## config.mk

```make
export PLATFORM = sky130hd
export DESIGN_NAME = s3wf_fifo
export DESIGN_NICKNAME = d
export VERILOG_FILES = /design/src/design/s3wf_fifo.sv
export SDC_FILE = /design/constraint.sdc
export NUM_CORES = 1
export LEC_CHECK = 0
export BUFFER_PORTS_ARGS = -buffer_cell sky130_fd_sc_hd__buf_2
export CAP_MARGIN = 10
export CORE_MARGIN = 2
export CORE_UTILIZATION = 59
export DETAILED_ROUTE_END_ITERATION = 10
export GPL_ROUTABILITY_DRIVEN = 0
export GPL_TIMING_DRIVEN = 0
export PLACE_DENSITY_LB_ADDON = 0.12
export SYNTH_ARGS = -nofsm -noshare
export SYNTH_HDL_FRONTEND = slang
export SYNTH_SLANG_ARGS = --single-unit
```

## constraint.sdc

```tcl
create_clock -name clk -period 2.83 [get_ports clk]
set_input_delay 0.283 -clock clk [delete_from_list [all_inputs] [get_ports clk]]
set_output_delay 0.283 -clock clk [all_outputs]
set_load 0.1 [all_outputs]
```

## src/design/s3wf_fifo.sv

```systemverilog
// ----------------------------------------------------------------------------
// s3wf_fifo
// Small register FIFO with the head shown on rdata and a fill count.
// ----------------------------------------------------------------------------
module s3wf_fifo #(
	parameter int WIDTH = 8,
	parameter int DEPTH = 4
) (
	input  logic                       clk,
	input  logic                       arst_n,
	input  logic                       push,
	input  logic [WIDTH-1:0]           wdata,
	input  logic                       pop,
	output logic [WIDTH-1:0]           rdata,
	output logic                       empty,
	output logic [$clog2(DEPTH+1)-1:0] count
);

	localparam int AW = (DEPTH > 1) ? $clog2(DEPTH) : 1;
	localparam int CW = $clog2(DEPTH + 1);

	logic [WIDTH-1:0] mem_q [DEPTH];
	logic [AW-1:0]    wr_q;
	logic [AW-1:0]    rd_q;
	logic [CW-1:0]    count_q;

	function automatic logic [AW-1:0] ptr_next(input logic [AW-1:0] p);
		logic [AW-1:0] n;
		if (p == AW'(DEPTH - 1)) begin
			n = '0;
		end else begin
			n = p + AW'(1);
		end
		return n;
	endfunction

	always_ff @(posedge clk) begin
		if (push) begin
			mem_q[wr_q] <= wdata;
		end
	end

	always_ff @(posedge clk or negedge arst_n) begin
		if (!arst_n) begin
			wr_q    <= '0;
			rd_q    <= '0;
			count_q <= '0;
		end else begin
			if (push) begin
				wr_q <= ptr_next(wr_q);
			end
			if (pop) begin
				rd_q <= ptr_next(rd_q);
			end
			case ({push, pop})
				2'b10:   count_q <= count_q + CW'(1);
				2'b01:   count_q <= count_q - CW'(1);
				default: count_q <= count_q;
			endcase
		end
	end

	assign rdata = mem_q[rd_q];
	assign empty = (count_q == '0);
	assign count = count_q;

endmodule

```

==> results.md, run 1 <==
- Cell Area, Synth: 1570 um2
- Leftover overflow at the end of global routing: 0
- Post-synthesis xor/xnor area fraction: between 1.5 and 2%
- Busiest grt layer: met2
- Reg2reg setup slack: around 1400 ps
- CTS tree: done
- PortBufs: 23
- Wire per inst: 16.4 um
- Vias/cell: roughly 5.4
- Multi-input logic area: roughly 400 um2
- Worst EP arrival: 1730 ps
- Max cap viols: 0
- DRT Pass-1 Iters: 4
- Max H-tree Level: 2
- Share of cells above drive strength 1: 37.8%
- Post-Synthesis Cells: 79
- Main area contributors after synthesis: edfxtp_1, mux4_2, dfrtp_1
- Outcome: finished clean
- Routing usage on met2: 31.6%
- Largest area contributor in the netlist: edfxtp_1
- Synthesized area per cell: 19.8 um2
- Fmax: slightly below 0.5 GHz
- Fin nets: 129
- Register area: 1140 um2
- TritonCTS buffer count: 5
- # DRC: 0
- Largest net degree at the start of global routing: 12
- Met1 GRT Util: 18.5%
- Post-Synth Simple-Gate Area: 3.04%
- Worst-path clk slew: 110 ps
- Dpl ws: 1180 ps
- Detailed placement HPWL: 1610 um
- Post-synthesis adder-cell area fraction: under 10%
- HP Class: in2reg
- Worst-Skew Late Latency: 340 ps
- Vias: ~760
- DRT iter0 DRCs: 14
- Main combinational cell family by area after synthesis: multiplexers
- Worst-path cell chain: buf_6 -> mux4_2 -> buf_2
- Pin slew with the least headroom to its limit: about 490 ps
- First-pass GRT wire length: 3840 um
- Max Slew Vio Count: 0
- Max Clock Skew: 7.71 ps
- Row count: 18
- Critical path type: reg2out
- Mux cell area share after synthesis: 13.6%
- YS warnings: 0
- Post-synthesis compound-gate area fraction: 0.639%
- Critical Path Max Stage Delay: 510 ps
- DRT antenna net count: 0
- Fin. Hold Viols: 0
- Setup TNS: 0 ps
- Grt met3 use: under 10%
- Die width: 55.5 um
- Worst endpoint required time: 2550 ps
- Crit path time final: 2010 ps
- Clock Path Buffers: 2
- Top-area cell type share of the netlist area: between 60% and 70%
- Final worst slack: 817 ps
- Die Span Y: 55.5 um
- Gr usage total: a little under a fifth
- Final setup viols: 0
- Mapped Nets: 98
- Critical path's slowest cell: mux4_2
- Worst relative slew slack: between 60% and 70%
- Number of synthesized register bits: 39
- CP Capture Type: output port
- Initial Utilization: a little over three fifths
- Core footprint: 2500 um2
- Final core utilization: 71.4%
- CTS-repair resized insts: 0
- Drt total wl: around 2300 um
- Die area: 3080 um2
- CP Launch Type: register
- Ports: 24
- RSZ-0062 raised after global routing: no
- ANT cells: 0
- Syn-to-layout area delta: 13.9%
- CTS sink count: 39
- Filler cells: around 160
- Register area share after synthesis: 72.5%
- Initial antenna violation count: 0
- Post-route clock period utilization: 71.1%
- Netlist cell types: 18
- Vias in the first global route: 841
- Worst-path maximum fanout: 10
- Root Driver: clkbuf_4
[placed cells by master, fill, tap and decap left out, drive strengths merged]
master and n:
o21ai 2, nor3 1, edfxtp 32, clkinv 1, nand2 1, buf 25, dlygate4sd3 1, mux2 2
inv 6, mux4 8, xor2 2, ha 6, mux2i 1, nor2 2, dfrtp 7, clkbuf 7
and2 4, xnor2 1, fa 1, or3 1
[worst paths after layout]
kind | start | to | cells past startpoint
hold / removal | wdata[3] | mem_q[0][3] | 1
setup reg to reg | count[0] | count[2] | 5
min in group asynchronous | arst_n | rd_q[1] | 2
hold reg to reg | count[2] | count[2] | 1
max in group asynchronous | arst_n | wr_q[0] | 2
setup / recovery | rd_q[0] | rdata[2] | 3
[cells in the mapped netlist]
| library cell | count |
|---|---|
| ha_1 | 6 |
| o21ai_0 | 2 |
| fa_1 | 1 |
| dfrtp_1 | 7 |
| and2_1 | 4 |
| nor3_1 | 1 |
| or3_1 | 1 |
| nand2_1 | 1 |
| inv_1 | 6 |
| nor2_1 | 2 |
| xor2_1 | 2 |
| mux2_2 | 2 |
| buf_2 | 1 |
| mux4_2 | 8 |
| xnor2_1 | 1 |
| edfxtp_1 | 32 |
| buf_6 | 1 |
| mux2i_1 | 1 |
[through the flow]
stage	cell area (um2)	cells	hold WS, ps
after CTS	1780	141	142
after floorplan	1570	79	-12.6
after global routing	1780	141	134
final	1780	141	156
after detailed placement	1720	132	127
after global placement	1720	132	125
[layout make-up]
type / instances / share of cell area (%)
plain buffers: 2 / 0.912
clock buffers: 7 / 2.52
clock inverters: 1 / 0.281
inverters: 6 / 1.26
multi-input cells: 32 / 22.2
flip-flops and latches: 39 / 63.7
well taps: 30 / 2.10
repair buffers: 24 / 7.01
[per-layer routing]
metal	part of all wire, %	up-vias
li1	-	365
met1	40	374
met2	53	21
met3	4.8	4
met4	1.4	0
met5	0	-
[worst max-delay path: cells and delay by family (launching register included)]
| kind | cells | cell delay (ps) |
|---|---|---|
| mux | 1 | 510 |
| flops | 1 | 390 |
| buf+inv | 2 | 490 |
[state kept, by name (all words and copies together), names as in the netlist]
register / cells
wr_q: 2
rd_q: 2
count: 3
mem_q: 32
[repair_timing]
action | CTS | global route
setup buffers | 0 | 0
endpoints found under the setup margin | 0 | 0
hold buffers | 1 | 0
endpoints found under the hold margin | 7 | 0
[kinds of logic after synthesis]
| group | after synthesis |
|---|---|
| buffers and inverters | 8 |
| XOR/XNOR | 3 |
| multiplexers | 11 |
| flip-flops | 39 |
| AND/OR/NAND/NOR | 9 |
| AO/OA/AOI/OAI | 2 |
| adder cells (fa/ha/maj) | 7 |
Power of run 1 is not shown: default switching activity piles up to over one toggle a cycle in this logic, so the estimate is an artifact.
==> run 2: changes to the inputs <==
- CORE_UTILIZATION: 59 -> 54
- clock period: 2.83 -> 2.1 ns (I/O delays scaled with it)
==> run 2 against run 1 <==
Cell count grew 0.71%. Critical endpoint is now rdata[5]. Setup slack got worse by 660 ps. Worst hold slack lost 75 ps. Critical path type unchanged. Wire length is 2.6% lower. Die area is 8.6% higher. Via count rose by 0.26%. Critical path depth stayed put.
==> results.md, run 2 (synthesis results as in run 1) <==
- Setup TNS: 0 ps (unchanged)
- Dpl ws: 522 ps (-654 ps)
- Vias in the first global route: 828 (-1.5%)
- Worst-path maximum fanout: 10 (unchanged)
- Max cap viols: 0 (unchanged)
- Final Cell Area: 1830 um2 (+2.7%)
- Final setup viols: 0 (unchanged)
- HP Class: in2reg
- Worst endpoint required time: 1890 ps (-660 ps)
- Gr usage total: 16.8% (-1.3 points)
- Cell area after placement: 1730 um2 (+0.44%)
- Max Clock Skew: 11.3 ps (+3.61 ps)
- Initial Utilization: 56.8% (-5.9 points)
- Fmax: 0.515 GHz
- Pin slew with the least headroom to its limit: 488 ps (-6.73 ps)
- Leftover overflow at the end of global routing: 0 (unchanged)
- CP Launch Type: register
- Filler cells: 194 (+18%)
- Core footprint: 2760 um2 (+10%)
- Register area: 1140 um2 (unchanged)
- PortBufs: 23 (unchanged)
- CTS tree: done
- Largest net degree at the start of global routing: 13 (+1)
- Max Slew Vio Count: 0 (unchanged)
- Worst EP arrival: 1730 ps (about the same)
- Row count: 19 (+1)
- Vias/cell: 5.39 (-0.44%)
- Die width: 57.9 um (+4.2%)
- DRT antenna net count: 0 (unchanged)
- Die area: 3350 um2 (+8.6%)
- Outcome: finished clean
- Final worst slack: 159 ps (-659 ps)
- Initial antenna violation count: 0 (unchanged)
- Critical path type: reg2out
- ANT cells: 0 (unchanged)
- Fin nets: 129 (unchanged)
- Worst relative slew slack: 67.7% (+0.45 points)
- Multi-input logic area: 403 um2 (+1.6%)
- Most common cell after layout, fill and taps aside: edfxtp_1
- CP Capture Type: output port
- Final hold slack: 80.8 ps (-75.0 ps)
- Drt total wl: 2250 um (-2.6%)
- Commonest non-fill, non-tap cells in the layout: edfxtp_1, buf_2, mux4_2
- Worst-path clk slew: 110 ps (about the same)
- Clock Path Buffers: 2 (unchanged)
- Crit path time final: 1940 ps
- Reg2reg setup slack: 620 ps (-770 ps)
- # DRC: 0 (unchanged)
- Fin. Hold Viols: 0 (unchanged)
- DRT Pass-1 Iters: 4 (unchanged)
- First-pass GRT wire length: 3860 um (+0.36%)
- RSZ-0062 raised after global routing: no
- DRT iter0 DRCs: 12 (-2)
- Max FFs per register: 32 (unchanged)
- TritonCTS buffer count: 5 (unchanged)
- Wire per inst: 15.9 um (-3.2%)
- Worst-Skew Late Latency: 340 ps (about the same)
- Vias: 766 (+0.26%)
- CTS-repair resized insts: 0 (unchanged)
- Ports: 24 (unchanged)
- Share of cells above drive strength 1: 38.7% (+0.90 points)
- CTS sink count: 39 (unchanged)
- Post-route clock period utilization: 92.4%
- Reg with most FFs: mem_q
- Root Driver: clkbuf_4
- Detailed placement HPWL: 1580 um (-2.1%)
- Syn-to-layout area delta: 17.0%
- Max H-tree Level: 2 (unchanged)
- Die Span Y: 57.9 um (+4.2%)
-- run 2: through the flow --
step	util, %	cells
6_report	66.5	142
3_3_place_gp	62.8	133
3_5_place_dp	62.8	133
2_1_floorplan	-	79
5_1_grt	66.5	142
4_1_cts	66.5	142
-- run 2: layout make-up --
cell class              count  area share [%]
clock buffers               8            4.98
well taps                  31            2.12
inverters                   6            1.23
flip-flops and latches     39            62.0
repair buffers             24            6.83
plain buffers               2           0.887
multi-input cells          32            22.0
-- run 2: path summary, 6_finish.rpt --
kind	end	cells after the start	start
min in group asynchronous	count[1]	2	arst_n
min reg2reg	count[2]	1	count[2]
max in group asynchronous	rd_q[0]	2	arst_n
min	mem_q[0][1]	1	wdata[1]
max reg2reg	count[2]	5	count[0]
max	rdata[5]	3	rd_q[0]
-- run 2: layer usage --
layer | GRT usage (%) | wire, um
met4 | 7.97 | 51
met2 | 26.9 | 1210
met5 | 0 | 0
met1 | 19.7 | 886
met3 | 6.92 | 109
-- run 2: worst max-delay path: stages, from the launching register on --
cell	delay (ps)
dfrtp_1	380
buf_6	180
mux4_2	510
buf_2	310
-- run 2: repair_timing --
action	in CTS	in global routing
buffers inserted	0	0
hold buffers	1	0
endpoints found under the hold margin	7	0
Power of run 2 is left out for the same reason.
