<file path="config.mk">
export PLATFORM = sky130hd
export DESIGN_NAME = s3wf_back
export DESIGN_NICKNAME = d
export VERILOG_FILES = /design/src/design/s3wf_pkg.sv /design/src/design/s3wf_fifo.sv /design/src/design/s3wf_back.sv
export SDC_FILE = /design/constraint.sdc
export NUM_CORES = 2
export LEC_CHECK = 0
export BUFFER_PORTS_ARGS = -buffer_cell sky130_fd_sc_hd__buf_2
export CORE_ASPECT_RATIO = 0.9
export CORE_MARGIN = 4
export CORE_UTILIZATION = 45
export DETAILED_ROUTE_END_ITERATION = 8
export HOLD_SLACK_MARGIN = 0.05
export PLACE_DENSITY = 0.58
export SKIP_CTS_REPAIR_TIMING = 1
export SLEW_MARGIN = 10
export SYNTH_ARGS = -nofsm -noshare
export SYNTH_HDL_FRONTEND = slang
export SYNTH_SLANG_ARGS = --single-unit
</file>
<file path="constraint.sdc">
create_clock -name clk -period 7.3 [get_ports clk]
set_input_delay 1.095 -clock clk [delete_from_list [all_inputs] [get_ports clk]]
set_output_delay 1.095 -clock clk [all_outputs]
set_load 0.05 [all_outputs]
</file>
<file path="src/design/s3wf_pkg.sv">
// ----------------------------------------------------------------------------
// s3wf_pkg
// Shared types and constants of the 3x3 weighted stencil filter.
// ----------------------------------------------------------------------------
package s3wf_pkg;

	localparam int PIX_W   = 16;
	localparam int DIM_W   = 11;
	localparam int WGT_W   = 16;
	localparam int POS_W   = 10;
	localparam int VAL_W   = 36;
	localparam int NSUM_W  = 19;
	localparam int PROD_A_W = WGT_W + NSUM_W;
	localparam int PROD_B_W = WGT_W + PIX_W;
	localparam int IDX_W   = 2;

	localparam int QDEPTH = 4;
	localparam int QCNT_W = $clog2(QDEPTH + 1);
	localparam int ODEPTH = 4;
	localparam int OCNT_W = $clog2(ODEPTH + 1);

	typedef enum logic [IDX_W-1:0] {
		REG_IMAGE_WIDTH     = 2'd0,
		REG_IMAGE_HEIGHT    = 2'd1,
		REG_NEIGHBOR_WEIGHT = 2'd2,
		REG_CENTER_WEIGHT   = 2'd3
	} reg_idx_t;

	localparam logic [DIM_W-1:0] RST_IMAGE_WIDTH     = 11'd800;
	localparam logic [DIM_W-1:0] RST_IMAGE_HEIGHT    = 11'd800;
	localparam logic [WGT_W-1:0] RST_NEIGHBOR_WEIGHT = 16'd128;
	localparam logic [WGT_W-1:0] RST_CENTER_WEIGHT   = 16'd1280;

	typedef struct packed {
		logic [DIM_W-1:0] image_width;
		logic [DIM_W-1:0] image_height;
		logic [WGT_W-1:0] neighbor_weight;
		logic [WGT_W-1:0] center_weight;
	} cfg_t;

	// One classified pixel on its way from the front to the back.
	typedef struct packed {
		logic [POS_W-1:0]  row;
		logic [POS_W-1:0]  col;
		logic [PIX_W-1:0]  pixel;
		logic              border;
		logic              interior;
		logic [NSUM_W-1:0] nsum;
		logic [PIX_W-1:0]  center;
	} qent_t;

	typedef struct packed {
		logic [POS_W-1:0] row;
		logic [POS_W-1:0] col;
		logic [VAL_W-1:0] value;
		logic             last;
	} res_t;

endpackage

</file>
<file path="src/design/s3wf_fifo.sv">
// ----------------------------------------------------------------------------
// s3wf_fifo
// Small register FIFO with the head shown on rdata and a fill count.
// ----------------------------------------------------------------------------
module s3wf_fifo #(
	parameter int WIDTH = 8,
	parameter int DEPTH = 4
) (
	input  logic                       clk,
	input  logic                       arst_n,
	input  logic                       push,
	input  logic [WIDTH-1:0]           wdata,
	input  logic                       pop,
	output logic [WIDTH-1:0]           rdata,
	output logic                       empty,
	output logic [$clog2(DEPTH+1)-1:0] count
);

	localparam int AW = (DEPTH > 1) ? $clog2(DEPTH) : 1;
	localparam int CW = $clog2(DEPTH + 1);

	logic [WIDTH-1:0] mem_q [DEPTH];
	logic [AW-1:0]    wr_q;
	logic [AW-1:0]    rd_q;
	logic [CW-1:0]    count_q;

	function automatic logic [AW-1:0] ptr_next(input logic [AW-1:0] p);
		logic [AW-1:0] n;
		if (p == AW'(DEPTH - 1)) begin
			n = '0;
		end else begin
			n = p + AW'(1);
		end
		return n;
	endfunction

	always_ff @(posedge clk) begin
		if (push) begin
			mem_q[wr_q] <= wdata;
		end
	end

	always_ff @(posedge clk or negedge arst_n) begin
		if (!arst_n) begin
			wr_q    <= '0;
			rd_q    <= '0;
			count_q <= '0;
		end else begin
			if (push) begin
				wr_q <= ptr_next(wr_q);
			end
			if (pop) begin
				rd_q <= ptr_next(rd_q);
			end
			case ({push, pop})
				2'b10:   count_q <= count_q + CW'(1);
				2'b01:   count_q <= count_q - CW'(1);
				default: count_q <= count_q;
			endcase
		end
	end

	assign rdata = mem_q[rd_q];
	assign empty = (count_q == '0);
	assign count = count_q;

endmodule

</file>
<file path="src/design/s3wf_back.sv">
// ----------------------------------------------------------------------------
// s3wf_back
// Back end: expands queued pixels into border and interior results,
// multiplies by the weights and buffers the results for the consumer.
// ----------------------------------------------------------------------------
module s3wf_back (
	input  logic                        clk,
	input  logic                        arst_n,
	input  s3wf_pkg::cfg_t              cfg,
	input  logic                        q_empty,
	input  s3wf_pkg::qent_t             q_data,
	output logic                        q_pop,
	input  logic                        pop,
	output logic                        empty,
	output logic [s3wf_pkg::POS_W-1:0]  out_row,
	output logic [s3wf_pkg::POS_W-1:0]  out_col,
	output logic [s3wf_pkg::VAL_W-1:0]  value,
	output logic                        last
);

	import s3wf_pkg::*;

	logic              phase_q;
	logic              room;
	logic              issue;
	logic              do_border;
	logic [OCNT_W-1:0] o_count;
	logic              o_pop;

	logic                valid_b1;
	logic [POS_W-1:0]    row_b1;
	logic [POS_W-1:0]    col_b1;
	logic                last_b1;
	logic [VAL_W-1:0]    prod_a_b1;
	logic [PROD_B_W-1:0] prod_b_b1;

	logic                valid_b2;
	res_t                res_b2;
	res_t                res_head;

	assign room  = ((32'(o_count) + 32'(valid_b1) + 32'(valid_b2)) < ODEPTH);
	assign issue = ~q_empty & room;
	assign do_border = q_data.border & ~phase_q;
	assign q_pop = issue & ~(do_border & q_data.interior);

	always_ff @(posedge clk or negedge arst_n) begin
		if (!arst_n) begin
			phase_q  <= 1'b0;
			valid_b1 <= 1'b0;
			valid_b2 <= 1'b0;
		end else begin
			valid_b1 <= issue;
			valid_b2 <= valid_b1;
			if (issue) begin
				phase_q <= do_border & q_data.interior;
			end
		end
	end

	always_ff @(posedge clk) begin
		if (issue) begin
			if (do_border) begin
				row_b1    <= q_data.row;
				col_b1    <= q_data.col;
				last_b1   <= ~q_data.interior;
				prod_a_b1 <= VAL_W'({q_data.pixel, 8'd0});
				prod_b_b1 <= '0;
			end else begin
				row_b1    <= q_data.row - POS_W'(1);
				col_b1    <= q_data.col - POS_W'(1);
				last_b1   <= 1'b1;
				prod_a_b1 <= VAL_W'(PROD_A_W'(cfg.neighbor_weight) * PROD_A_W'(q_data.nsum));
				prod_b_b1 <= PROD_B_W'(cfg.center_weight) * PROD_B_W'(q_data.center);
			end
		end
		if (valid_b1) begin
			res_b2.row   <= row_b1;
			res_b2.col   <= col_b1;
			res_b2.last  <= last_b1;
			res_b2.value <= prod_a_b1 + VAL_W'(prod_b_b1);
		end
	end

	assign o_pop = pop & ~empty;

	s3wf_fifo #(
		.WIDTH($bits(res_t)),
		.DEPTH(ODEPTH)
	) u_out (
		.clk   (clk),
		.arst_n(arst_n),
		.push  (valid_b2),
		.wdata (res_b2),
		.pop   (o_pop),
		.rdata (res_head),
		.empty (empty),
		.count (o_count)
	);

	assign out_row = res_head.row;
	assign out_col = res_head.col;
	assign value   = res_head.value;
	assign last    = res_head.last;

	a_head_has_work: assert property (@(posedge clk) disable iff (!arst_n)
		!q_empty |-> (q_data.border || q_data.interior))
		else $error("queued pixel carries no result");

	a_out_room: assert property (@(posedge clk) disable iff (!arst_n)
		valid_b2 |-> ((32'(o_count) < ODEPTH) || o_pop))
		else $error("result buffer overflow");

	a_phase_pair: assert property (@(posedge clk) disable iff (!arst_n)
		phase_q |-> (!q_empty && q_data.border && q_data.interior))
		else $error("second result pending without a two-result pixel");

endmodule

</file>
==> results.json <==
{
  "synth_ff_type": "edfxtp_1",
  "min_period_ps": 6620,
  "yosysSeqAreaShare_pct": 33.4,
  "path_class": "in2reg",
  "crit_top_cell": "fa_1",
  "rsz0062_at_grt": "no",
  "status": "complete, no violations",
  "post-dp-hpwl_um": 59700,
  "skew_ps": 22.4,
  "ios": 190,
  "clock_latency_ps": 580,
  "final.period_utilization_pct": 90.7,
  "nNetsFinal": 3971,
  "globalplace.congestion": 0.872,
  "drc": 0,
  "placed_cell_area_sq_um": 36100,
  "ys_seq_elements": 383,
  "crit_fanout": 19,
  "finalHoldViolations": 0,
  "ys_types": 76,
  "synth_edf_count": 373,
  "core_sq_um": 75100,
  "antenna_found_initial": 10,
  "final_cell_area_sq_um": 37400,
  "overflow": 0,
  "grt_usage_pct": 20.2,
  "final_cell_mix": "inv_1, fa_1, nand2_1, edfxtp_1, and2_1",
  "critPathLaunchType": "input pin",
  "critPathArrivalTime_ps": 6950,
  "max_stage_delay_ps": 530,
  "io_buffer_count": 167,
  "crit_required_ps": 7630,
  "row_count": 95,
  "clk_pin_slew_ps": 70,
  "ant_nets": 0,
  "max_freq_mhz": 151,
  "avgSynthCellArea_sq_um": 11.2,
  "async_flop_share_pct": 2.61,
  "wire_per_inst_um": 18.9,
  "fill_cells": 6792,
  "synth_cells": 3052,
  "root_buffer": "clkbuf_16",
  "drtIter0Drc": 1481,
  "grt_pass1_wl_um": 130000,
  "cts_tree": "built",
  "tightest_slew_ps": 900,
  "slew_violations": 0,
  "clockBufferDepth": 3,
  "cp_slowest_cell": "fa_1",
  "viasPerCell": 5.28,
  "hold_path_class": "in2async",
  "cts_sinks": 383,
  "slew-limit-headroom_pct": 40.0,
  "finalSetupViolCount": 0,
  "synth_warnings": 0,
  "grt_max_degree": 63,
  "crit_path_cell_trace": "buf_2 -> nand2_1 -> fa_1 -> fa_1 -> fa_1 -> inv_1 -> fa_1 -> fa_1 -> inv_1 -> fa_1 -> inv_1 -> ha_1 -> a211o_1 -> a2111oi_4 -> nor4b_1 -> nor3b_2 -> o21ai_2 -> mux2i_1 -> and3_1",
  "die_x_um": 299,
  "syn-num-nets": 3867,
  "synthesis.area_sq_um": 34300,
  "synthToLayoutAreaGrowth_pct": 9.15,
  "cts_made_buffers": 40,
  "final.setup.tns_ps": 0,
  "layout.cells.most_common": "inv_1",
  "r2r_setup_slack_ps": 4030,
  "die_area_sq_um": 80600,
  "cts_htree_levels": 2,
  "maxCapViolCount": 0,
  "start_util_pct": 45.6,
  "wirelength_um": 79800,
  "fp.dieH_um": 270,
  "grt_pass1_vias": 24300,
  "drive_gt1_share_pct": 11.4,
  "crit_path_end_kind": "flop",
  "first_pass_iters": 7,
  "dr_total_vias": 22300
}
==> registers in the layout, indices dropped and copies added (netlist names), 3 cells and up <==
name,flops
res_b2,57
row_b1,10
col_b1,10
u_out.count,3
prod_a_b1,35
u_out.mem_q,228
prod_b_b1,32
==> Yosys cell counts, types with 4 or more instances <==
| library cell | count | share of area, % |
|---|---|---|
| inv_1 | 504 | 5.5 |
| fa_1 | 432 | 25 |
| nand2_1 | 380 | 4.2 |
| edfxtp_1 | 373 | 33 |
| and2_1 | 268 | 4.9 |
| ha_1 | 252 | 9.2 |
| clkbuf_1 | 116 | 1.3 |
| nor2_1 | 109 | 1.2 |
| a21oi_1 | 95 | 1.4 |
| mux4_2 | 57 | 3.7 |
| xnor2_1 | 55 | 1.4 |
| xor2_1 | 46 | 1.2 |
| o21ai_0 | 44 | 0.64 |
| a21o_1 | 43 | 0.94 |
| nand4_1 | 20 | 0.37 |
| nor3_1 | 20 | 0.29 |
| nand3_1 | 19 | 0.28 |
| o21bai_1 | 15 | 0.33 |
| a211oi_1 | 14 | 0.31 |
| o21a_1 | 14 | 0.31 |
| nand2b_1 | 13 | 0.24 |
| and3_1 | 11 | 0.20 |
| dfrtp_1 | 10 | 0.73 |
| nor4_1 | 10 | 0.18 |
| a31oi_1 | 8 | 0.15 |
| buf_2 | 8 | 0.12 |
| o31ai_1 | 8 | 0.18 |
| a21oi_2 | 7 | 0.18 |
| mux2i_1 | 7 | 0.20 |
| nor2b_1 | 7 | 0.13 |
| a211o_1 | 6 | 0.15 |
| buf_1 | 6 | 0.066 |
| o21ai_1 | 5 | 0.073 |
| or3_1 | 4 | 0.073 |
==> kinds of logic (layout without fill, tap and decap cells) <==
logic type               after synthesis  after routing  synth area share [%]
adder cells (fa/ha/maj)              684            684                  34.4
flip-flops                           383            383                  33.4
multiplexers                          67             67                  4.05
buffers and inverters                640            776                  7.12
AO/OA/AOI/OAI                        299            299                  5.93
XOR/XNOR                             101            101                  2.58
other                                  0              7                     0
AND/OR/NAND/NOR                      878            878                  12.5
==> path summary, 6_finish.rpt <==
check                      cells after the start       endpoint          from
max                                           19  prod_a_b1[33]       cfg[18]
min                                            1  u_out.rd_q[0]        arst_n
max reg2reg                                   11     res_b2[29]  prod_a_b1[0]
min reg2reg                                    0     res_b2[55]     row_b1[8]
max in group asynchronous                      1  u_out.rd_q[0]        arst_n
min in group clk                               0     res_b2[55]     row_b1[8]
==> critical path: cells and delay by family <==
kind / cells / cell delay (ps)
compound gates: 3 / 910
fa+ha+maj: 7 / 3350
simple gates: 4 / 840
mux: 1 / 130
buf+inv: 4 / 590
==> routing by layer <==
layer | part of all wire, % | global-route usage, %
met1 | 42 | 27.0
met2 | 49 | 34.2
met3 | 6.7 | 3.86
met4 | 2.4 | 5.14
met5 | 0.023 | 0
==> metrics by stage <==
stage               instances  util [%]  setup WS, ps  hold slack [ps]
global placement         4132      48.0           167              402
CTS                      4206      49.8           723              354
global route             4206      49.8           355              376
floorplan                3052         -           475              400
detailed placement       4132      48.0           138              405
finish                   4213      49.8           681              375
==> cell type report <==
class                      instances  area [sq um]  area share, %
antenna                            7          17.5         0.0468
clock buffer                      45          1020           2.73
clock inverter                    29           282          0.753
inverter                         504          1890           5.06
multi-input combinational       2029         20400           54.5
sequential                       383         11500           30.6
tap                             1018          1270           3.41
timing repair buffer             198          1070           2.86
Power is left out: the tool's default activity adds up to more than one toggle a clock period on the data nets, which glitch-free logic cannot reach.
